$ cat src/design/edist_pkg.sv
// Shared widths, limits and sequencer states of the Euclidean distance engine.
package edist_pkg;

  localparam int SUM_WIDTH  = 42;
  localparam int ROOT_WIDTH = 21;

  localparam logic [SUM_WIDTH-1:0]  SUM_MAX    = '1;
  localparam logic [ROOT_WIDTH-1:0] DIFF_LIMIT = '1;
  localparam logic [SUM_WIDTH-1:0]  ROOT_BIT0  = SUM_WIDTH'(1) << (SUM_WIDTH - 2);

  typedef enum logic [2:0] {
    ST_IDLE,
    ST_SQUARE,
    ST_ACCUM,
    ST_ROOT,
    ST_DELIVER
  } state_t;

endpackage

$ cat src/design/edist_if.sv
// Valid/ready channels for component pairs and distance results.
interface edist_pair_if #(
  parameter int ELEM_WIDTH = 16
);
  logic                         valid;
  logic                         ready;
  logic signed [ELEM_WIDTH-1:0] a_elem;
  logic signed [ELEM_WIDTH-1:0] b_elem;
  logic                         last;

  modport source (output valid, a_elem, b_elem, last, input ready);
  modport sink   (input valid, a_elem, b_elem, last, output ready);
endinterface

interface edist_result_if;
  logic                                  valid;
  logic                                  ready;
  logic [edist_pkg::ROOT_WIDTH-1:0]      distance;
  logic                                  saturated;

  modport source (output valid, distance, saturated, input ready);
  modport sink   (input valid, distance, saturated, output ready);
endinterface

$ cat src/design/euclidean_distance_engine.sv
// Euclidean distance engine: squared-difference accumulator with an iterative square root.
//
//   channel | dir | payload                       | word
//   --------+-----+-------------------------------+------------------------------------
//   pair    | in  | a_elem, b_elem (Q8.8), last   | one component pair
//   result  | out | distance (Q13.8), saturated   | one distance, on a pair with last
//
// A pair without last passes through capture, square and accumulate before the next is taken.
// A pair with last passes through capture, square and accumulate, the 21 digit steps of
// the shared compare/subtract unit of the root, and the load of the output register.
// The output register holds a result while the sink stalls; the next vector's pairs are
// taken meanwhile, and only the following result waits for the register to drain.
// rst is synchronous and clears the sequencer, the sum, the saturation flag and the output valid.
module euclidean_distance_engine #(
  parameter int ELEM_WIDTH = 16
) (
  input  logic                  clk,
  input  logic                  rst,
  edist_pair_if.sink            pair,
  edist_result_if.source        result
);

  localparam int DW = ELEM_WIDTH + 1;
  localparam int CW = (DW > edist_pkg::ROOT_WIDTH + 1) ? DW : edist_pkg::ROOT_WIDTH + 1;
  localparam logic [CW-1:0] LIMIT = CW'(edist_pkg::DIFF_LIMIT);

  edist_pkg::state_t state, state_next;

  logic signed [DW-1:0]               diff;
  logic                               last_q;
  logic [edist_pkg::SUM_WIDTH-1:0]    square;
  logic                               big;
  logic [edist_pkg::SUM_WIDTH-1:0]    sum_of_squares;
  logic                               overflow_seen;
  logic [edist_pkg::SUM_WIDTH-1:0]    root_op;
  logic [edist_pkg::SUM_WIDTH-1:0]    root_res;
  logic [edist_pkg::SUM_WIDTH-1:0]    root_bit;
  logic                               root_sat;
  logic                               out_valid;
  logic [edist_pkg::ROOT_WIDTH-1:0]   out_distance;
  logic                               out_saturated;

  logic                               accept;
  logic                               load_out;
  logic [DW-1:0]                      mag;
  logic [CW-1:0]                      mag_ext;
  logic [edist_pkg::ROOT_WIDTH-1:0]   mul_op;
  logic [edist_pkg::SUM_WIDTH-1:0]    product;
  logic [edist_pkg::SUM_WIDTH:0]      sum_wide;
  logic [edist_pkg::SUM_WIDTH-1:0]    sum_new;
  logic                               ovf_new;
  logic [edist_pkg::SUM_WIDTH:0]      trial;
  logic                               take;

  assign accept = pair.valid && pair.ready;

  // squaring path
  assign mag     = diff[DW-1] ? DW'(-diff) : DW'(diff);
  assign mag_ext = CW'(mag);
  assign mul_op  = mag_ext[edist_pkg::ROOT_WIDTH-1:0];
  assign product = edist_pkg::SUM_WIDTH'(mul_op) * edist_pkg::SUM_WIDTH'(mul_op);

  // saturating accumulate
  assign sum_wide = {1'b0, sum_of_squares} + {1'b0, square};
  assign ovf_new  = big || sum_wide[edist_pkg::SUM_WIDTH];
  assign sum_new  = ovf_new ? edist_pkg::SUM_MAX : sum_wide[edist_pkg::SUM_WIDTH-1:0];

  // one digit step of the root
  assign trial = {1'b0, root_res} + {1'b0, root_bit};
  assign take  = {1'b0, root_op} >= trial;

  always_comb begin
    state_next = state;
    case (state)
      edist_pkg::ST_IDLE:    if (accept) state_next = edist_pkg::ST_SQUARE;
      edist_pkg::ST_SQUARE:  state_next = edist_pkg::ST_ACCUM;
      edist_pkg::ST_ACCUM:   state_next = last_q ? edist_pkg::ST_ROOT : edist_pkg::ST_IDLE;
      edist_pkg::ST_ROOT:    if (root_bit[0]) state_next = edist_pkg::ST_DELIVER;
      edist_pkg::ST_DELIVER: if (!out_valid || result.ready) state_next = edist_pkg::ST_IDLE;
      default:               state_next = edist_pkg::ST_IDLE;
    endcase
  end

  always_comb begin
    pair.ready = 1'b0;
    load_out   = 1'b0;
    case (state)
      edist_pkg::ST_IDLE:    pair.ready = 1'b1;
      edist_pkg::ST_DELIVER: load_out   = !out_valid || result.ready;
      default: begin
        pair.ready = 1'b0;
        load_out   = 1'b0;
      end
    endcase
  end

  always_ff @(posedge clk) begin
    if (rst) begin
      state          <= edist_pkg::ST_IDLE;
      sum_of_squares <= '0;
      overflow_seen  <= 1'b0;
      out_valid      <= 1'b0;
    end else begin
      state <= state_next;
      if (state == edist_pkg::ST_ACCUM) begin
        if (last_q) begin
          sum_of_squares <= '0;
          overflow_seen  <= 1'b0;
        end else begin
          sum_of_squares <= sum_new;
          overflow_seen  <= overflow_seen || ovf_new;
        end
      end
      if (load_out) begin
        out_valid <= 1'b1;
      end else if (result.ready) begin
        out_valid <= 1'b0;
      end
    end
  end

  always_ff @(posedge clk) begin
    if (accept) begin
      diff   <= DW'($signed(pair.a_elem)) - DW'($signed(pair.b_elem));
      last_q <= pair.last;
    end
    if (state == edist_pkg::ST_SQUARE) begin
      square <= product;
      big    <= mag_ext > LIMIT;
    end
    if (state == edist_pkg::ST_ACCUM) begin
      // start the root on the finished sum
      root_op  <= sum_new;
      root_res <= '0;
      root_bit <= edist_pkg::ROOT_BIT0;
      root_sat <= overflow_seen || ovf_new;
    end else if (state == edist_pkg::ST_ROOT) begin
      if (take) begin
        root_op  <= root_op - trial[edist_pkg::SUM_WIDTH-1:0];
        root_res <= (root_res >> 1) + root_bit;
      end else begin
        root_res <= root_res >> 1;
      end
      root_bit <= root_bit >> 2;
    end
    if (load_out) begin
      out_distance  <= root_res[edist_pkg::ROOT_WIDTH-1:0];
      out_saturated <= root_sat;
    end
  end

  assign result.valid     = out_valid;
  assign result.distance  = out_distance;
  assign result.saturated = out_saturated;

endmodule

$ cat src/flat_wrapper.sv
// flat-port wrapper written by rule: the top's interface ports become plain ports
module euclidean_distance_engine_flat 
#(
  parameter int ELEM_WIDTH = 16
)
  (clk, rst, pair_valid, pair_a_elem, pair_b_elem, pair_last, pair_ready, result_valid, result_distance, result_saturated, result_ready);
  edist_pair_if #(.ELEM_WIDTH(ELEM_WIDTH)) pair_i ();
  edist_result_if result_i ();
  input  logic clk;
  input  logic rst;
  input wire logic [$bits(pair_i.valid)-1:0] pair_valid;
  input wire logic [$bits(pair_i.a_elem)-1:0] pair_a_elem;
  input wire logic [$bits(pair_i.b_elem)-1:0] pair_b_elem;
  input wire logic [$bits(pair_i.last)-1:0] pair_last;
  output wire logic [$bits(pair_i.ready)-1:0] pair_ready;
  output wire logic [$bits(result_i.valid)-1:0] result_valid;
  output wire logic [$bits(result_i.distance)-1:0] result_distance;
  output wire logic [$bits(result_i.saturated)-1:0] result_saturated;
  input wire logic [$bits(result_i.ready)-1:0] result_ready;
  assign pair_i.valid = pair_valid;
  assign pair_i.a_elem = pair_a_elem;
  assign pair_i.b_elem = pair_b_elem;
  assign pair_i.last = pair_last;
  assign pair_ready = pair_i.ready;
  assign result_valid = result_i.valid;
  assign result_distance = result_i.distance;
  assign result_saturated = result_i.saturated;
  assign result_i.ready = result_ready;
  euclidean_distance_engine #(.ELEM_WIDTH(ELEM_WIDTH)) u_core (.clk(clk), .rst(rst), .pair(pair_i), .result(result_i));
endmodule
$ cat config.mk
export PLATFORM = sky130hd
export DESIGN_NAME = euclidean_distance_engine_flat
export DESIGN_NICKNAME = d
export VERILOG_FILES = /design/src/design/edist_pkg.sv /design/src/design/edist_if.sv /design/src/design/euclidean_distance_engine.sv /design/src/flat_wrapper.sv
export SDC_FILE = /design/constraint.sdc
export NUM_CORES = 1
export LEC_CHECK = 0
export ABC_CLOCK_PERIOD_IN_PS = 8750
export BUFFER_PORTS_ARGS = -buffer_cell sky130_fd_sc_hd__buf_2
export CORE_MARGIN = 2
export CORE_UTILIZATION = 53
export DETAILED_ROUTE_END_ITERATION = 10
export PLACE_DENSITY = 0.75
export SYNTH_ARGS = -nofsm -noshare
export SYNTH_HDL_FRONTEND = slang
export SYNTH_SLANG_ARGS = --single-unit
export TNS_END_PERCENT = 20
$ cat constraint.sdc
create_clock -name clk -period 8.75 [get_ports clk]
set_input_delay 0.4375 -clock clk [delete_from_list [all_inputs] [get_ports clk]]
set_output_delay 0.4375 -clock clk [all_outputs]
set_load 0.02 [all_outputs]
Word-level counts from Yosys, hierarchy flattened

Index checks and enable logic that the tools add are counted.

$lt $le $gt $ge: 2
Reduce and logical (&&, ||, !) cells: 11
$add $sub $neg: 6
Muxes and demuxes: 17
Multipliers: 1
Equal/unequal tests: 7

Operators with widths:

| cell                 | count |
|---|---|
| $mux 42              | 6 |
| $add 42x41->43       | 1 |
| $add 42x42->43       | 1 |
| $ge 42x43->1         | 1 |
| $add 41x41->42       | 1 |
| $sub 42x42->42       | 1 |
| $mul 17x17->34       | 1 |
| $gt 17x21->1 const B | 1 |
| $mux 17              | 1 |
| $neg 17->17          | 1 |
| $sub 16x16->17       | 1 |
| $pmux 3 s5           | 1 |
| $mux 3               | 3 |
| $eq 3x2->1 const B   | 2 |
| $ne 2x1->1 const B   | 3 |
| $reduce_bool 2->1    | 3 |
| $mux 1               | 5 |
| $eq 3x1->1 const B   | 1 |
| $eq 3x3->1 const B   | 1 |
| $logic_not 3->1      | 1 |
| $logic_or 1x1->1     | 3 |
| $reduce_and 3->1     | 1 |
| $mux 2               | 1 |
| $reduce_and 2->1     | 1 |
| 2 further kinds      | 2 |

Logic and storage cells: 58
Bits in registers: 236
Output and inout port bits: 24

Logic depth before layout (Yosys ltp)

Depth after elaboration: 5
Mapped depth: 33
Gate-level depth less buffers: 31

Worst setup path before layout

No wires, ideal clock.

Kind: reg2reg
Start point: register u_core.diff[5]
End point: register u_core.square[32] (netlist name) (data pin)
Slack: 0.868 ns
Library setup time: 0.258 ns
Arrival: 7.625 ns
Cell stages (with the launch flop): 29
Buffers on the path: 0
Clock period less this slack: 7.882 ns
Cells stage by stage: edfxtp_1 -> or4_4 -> or3_1 -> o21ai_0 -> xor2_1 -> clkinv_1 -> nand2_1 -> inv_1 -> fa_1 -> inv_1 -> fa_1 -> fa_1 -> inv_1 -> fa_1 -> fa_1 -> inv_1 -> fa_1 -> inv_1 -> ha_1 -> nand3_1 -> a211oi_1 -> o31ai_1 -> a31oi_1 -> a41o_1 -> o41ai_2 -> o311a_1 -> o21ai_1 -> a21oi_1 -> xnor2_1

Cells in the longest elaborated chain, start to end: 3

Ends and longest elaborated chain:

| item                         | RTL line                         | source |
|---|---|---|
| start, declared              | euclidean_distance_engine.sv:29  | `logic signed [DW-1:0] diff;` |
| start signal, assigned       | euclidean_distance_engine.sv:124 | `diff <= DW'($signed(pair.a_elem)) - DW'($signed(pair.b_elem));` |
| $neg 17->17                  | euclidean_distance_engine.sv:58  | `assign mag = diff[DW-1] ? DW'(-diff) : DW'(diff);` |
| $mux 17 (*)                  | euclidean_distance_engine.sv:58  |  |
| $mul 17x17->34 (*)           | euclidean_distance_engine.sv:61  | `assign product = edist_pkg::SUM_WIDTH'(mul_op) * edist_pkg::SUM_WIDTH'(mul_op);` |
| net u_core.product (one bit) | euclidean_distance_engine.sv:48  | `logic [edist_pkg::SUM_WIDTH-1:0] product;` |
| end signal, assigned         | euclidean_distance_engine.sv:128 | `square <= product;` |
| end, declared                | euclidean_distance_engine.sv:31  | `logic [edist_pkg::SUM_WIDTH-1:0] square;` |

Mark *: on every way through the listed nets, which the timed path passes. The rest lies on a longest branch.
A chain may end at the register's enable or synchronous reset.

Final worst setup path

Start point: register u_core.diff[6]
End point: register u_core.square[32] (netlist name) (data pin)

The elaborated chain is that of the path after synthesis.

==> metrics.csv <==
stage,metric,value,unit
placed_design,# port buffers,60,
layout,non-filler cells in the finished layout,3428,
drt,detailed-route vias per instance,5.695,
critical_path,slack of the worst reg-to-reg path,0.35,ns
timing,total count of hold-check failures in the final report,0,
timing,final critical-path share of the clock period,0.9597,
critical_path,arrival time at the worst endpoint,8.71,ns
floorplanning,die width,217.0,um
synthesis,number of warnings reported in the yosys synthesis log,0,
clock_tree,count of buffers added by post-CTS timing repair for setup,0,
floorplanning,die outline height,217.0,um
critical_path,category of the worst setup path capture point,flip-flop,
clock_tree,source-to-sink clock delay at the later pin of the worst-skew pair,0.60,ns
synthesis,largest cells by area after synthesis,"fa_1 (16%), edfxtp_1 (14%), ha_1 (13%)",
critical_path,critical setup path kind,flip-flop to flip-flop,
timing,time the final worst path needs with I/O delays and setup,8.397,ns
drt,via count of the routed design,19521,
synthesis,Yosys cell types,92,
critical_path,maximum fanout count along the critical path,11,
placed_design,Detail Placement HPWL,44380,um
timing,worst-case clock skew,0.04516,ns
drt,wire length reported by the detailed router,56130,um
synthesis,library cell with the largest summed area after synthesis,fa_1,
floorplanning,total I/O pin count,61,
drt,DR DRC count,0,
global_route,overflow left after global routing,0,
timing,Max Transition Viols Final,0,
synthesis,cell area after synthesis,24040,sq um
timing,Final Setup Violations,0,
timing,TNS Setup,0,ns
timing,post-route setup slack,0.3527,ns
timing,Achievable Freq,119.1,MHz
floorplanning,number of placement rows,78,
global_route,maximum number of pins on one net before global-route repair,85,
clock_tree,clk sink count,226,
synthesis,fraction of synthesized cell area taken by the top area cell type,0.1615,
layout,fraction of layout cells with a size suffix above 1,0.06895,
floorplanning,core outline area,45090,sq um
drt,first-iteration detailed-routing DRC count,1426,
global_route,initial antenna violation count,0,
global_route,number of global-route vias before repair,19870,
synthesis,proportion of register bits with asynchronous set or reset after synthesis,0,
placed_design,GP Congestion,0.9453,
synthesis,Cells after Synth,2773,
drt,first-pass iteration count of the detailed router,6,
layout,Final nets,3280,
global_route,GRT Util Overall,0.2405,
synthesis,syn avg cell area,8.670,sq um
global_route,global-route wire length before repair,94170,um
drt,wire length per cell after detailed routing,16.37,um
clock_tree,Worst-path clk slew,0.06,ns
layout,diode insertion count for antenna repair,0,
clock_tree,TritonCTS clock tree,yes,
placed_design,Place WS,0.3374,ns
timing,Slew @ Worst Pin,1.221,ns
synthesis,most instantiated flip-flop cell in the synthesis netlist,edfxtp_1,
floorplanning,starting density of the core,0.5332,
synthesis,number of flip-flops and latches in the synthesized netlist,226,
critical_path,length in cells of the worst reg-to-reg path,26,
critical_path,critical path data required time,9.06,ns
clock_tree,number of buffers between clock root and the deepest sink,3,
critical_path,Setup crit start kind,flip-flop,
layout,signed area change from the synthesized netlist to the final layout,7.973,%
timing,remaining max-slew budget at the tightest pin,0.1833,
clock_tree,buffer type at the clock tree root,clkbuf_16,
drt,residual antenna-violating net count after detailed routing,0,
min_path,number of stages on the worst hold path,1,
run,# Max-Cap Violations,0,
synthesis,share of the yosys chip area belonging to registers,0.2365,
clock_tree,deepest level of the CTS H-tree,1,
clock_tree,clock buffers created by TritonCTS,27,
status,outcome,completed,
placed_design,cell count after placement,3378,
min_path,Hold Crit Class,input port to flip-flop,
floorplanning,total die area,47080,sq um
synthesis,number of flops mapped to enable cells by yosys,116,
[metrics by stage]
stage                     cell area (sq um)    util  hold WS (ns)
after detailed placement              24990  0.5543        0.4289
after CTS                             25930  0.5752       0.01050
after floorplan                       24080       -        0.4003
after global routing                  25960  0.5758       0.02951
after global placement                24990  0.5543        0.4301
final                                 25960  0.5758       0.02770
[cell usage in the layout, fill, tap and decap left out, types with 18 or more instances in the layout]
cell	synthesis	layout
a21o_1	67	67
a21oi_1	168	167
a31oi_1	58	58
and2_1	22	22
and3_1	27	27
buf_2	10	60
buf_4	1	29
clkbuf_16	0	29
dfxtp_1	110	110
edfxtp_1	116	116
fa_1	194	194
ha_1	242	242
inv_1	331	330
nand2_1	309	308
nand2b_1	24	23
nand3_1	56	56
nand4_1	27	27
nor2_1	193	192
nor2b_1	24	24
nor3_1	51	50
o211ai_1	20	20
o21ai_0	187	187
o21bai_1	18	18
xnor2_1	122	121
xor2_1	81	80
[worst max-delay path, cell delays in order, from the launching register on]
cell and delay [ns]:
edfxtp_1 0.50, or4_4 0.56, or3_1 0.35, or3_1 0.36, o21ai_1 0.21, xor2_2 0.32
inv_1 0.28, nand2_1 0.21, fa_1 0.47, fa_1 0.54, inv_1 0.05, fa_1 0.47
fa_1 0.52, fa_1 0.54, inv_1 0.06, fa_1 0.53, inv_1 0.05, ha_1 0.37
o21a_1 0.15, o21ai_0 0.09, a31oi_1 0.35, a41o_1 0.32, o41ai_4 0.10, o311a_1 0.39
o21ai_1 0.13, a21oi_1 0.09, xnor2_1 0.13
[worst paths after layout]
| kind | end | from |
|---|---|---|
| max | u_core.square[32] | u_core.diff[6] |
| min | u_core.last_q | pair_last |
| max reg2reg | u_core.square[32] | u_core.diff[6] |
| min reg2reg | u_core.overflow_seen | u_core.overflow_seen |
[per-layer routing]
layer  routed length [um]  track usage
met5                    0            0
met4                 2208      0.09680
met3                 2449      0.02488
met2                27150       0.4288
met1                24320       0.2978
[kinds of logic after synthesis]
| logic type | share of synthesized area |
|---|---|
| AO/OA/AOI/OAI | 0.1754 |
| flip-flops | 0.2365 |
| other | 0.0003124 |
| AND/OR/NAND/NOR | 0.1478 |
| buffers and inverters | 0.06984 |
| adder cells (fa/ha/maj) | 0.2875 |
| multiplexers | 0.007546 |
| XOR/XNOR | 0.07509 |
[synth_stat cells, drive strengths merged, types with 53 or more instances]
cell type and number:
inv 338, nand2 315, ha 242, o21ai 205
fa 194, nor2 194, a21oi 168, xnor2 122
edfxtp 116, dfxtp 110, xor2 82, clkbuf 78
a21o 67, a31oi 58, nand3 56, nor3 53
[sequential cells by signal, summed over array words and instances, names as in the netlist, 3 cells and up]
register and flops:
u_core.root_bit 21, u_core.result.distance 21, u_core.square 33, u_core.state 3
u_core.sum_of_squares 42, u_core.diff 17, u_core.root_op 42, u_core.root_res 42
[what timing repair did]
action	CTS	global route
gates resized for setup	0	4
hold buffers	0	0
setup endpoints to repair	0	5
[area by class of cell]
cell class	count	area, sq um
clock buffers	35	748.2
flip-flops and latches	226	5685
fillers	3956	19130
repair buffers	89	518.0
well taps	600	750.7
clock inverters	15	191.4
inverters	343	1287
multi-input cells	2120	16780
Power is left out: the tool's default activity adds up to more than one toggle a clock period on the data nets, which glitch-free logic cannot reach.
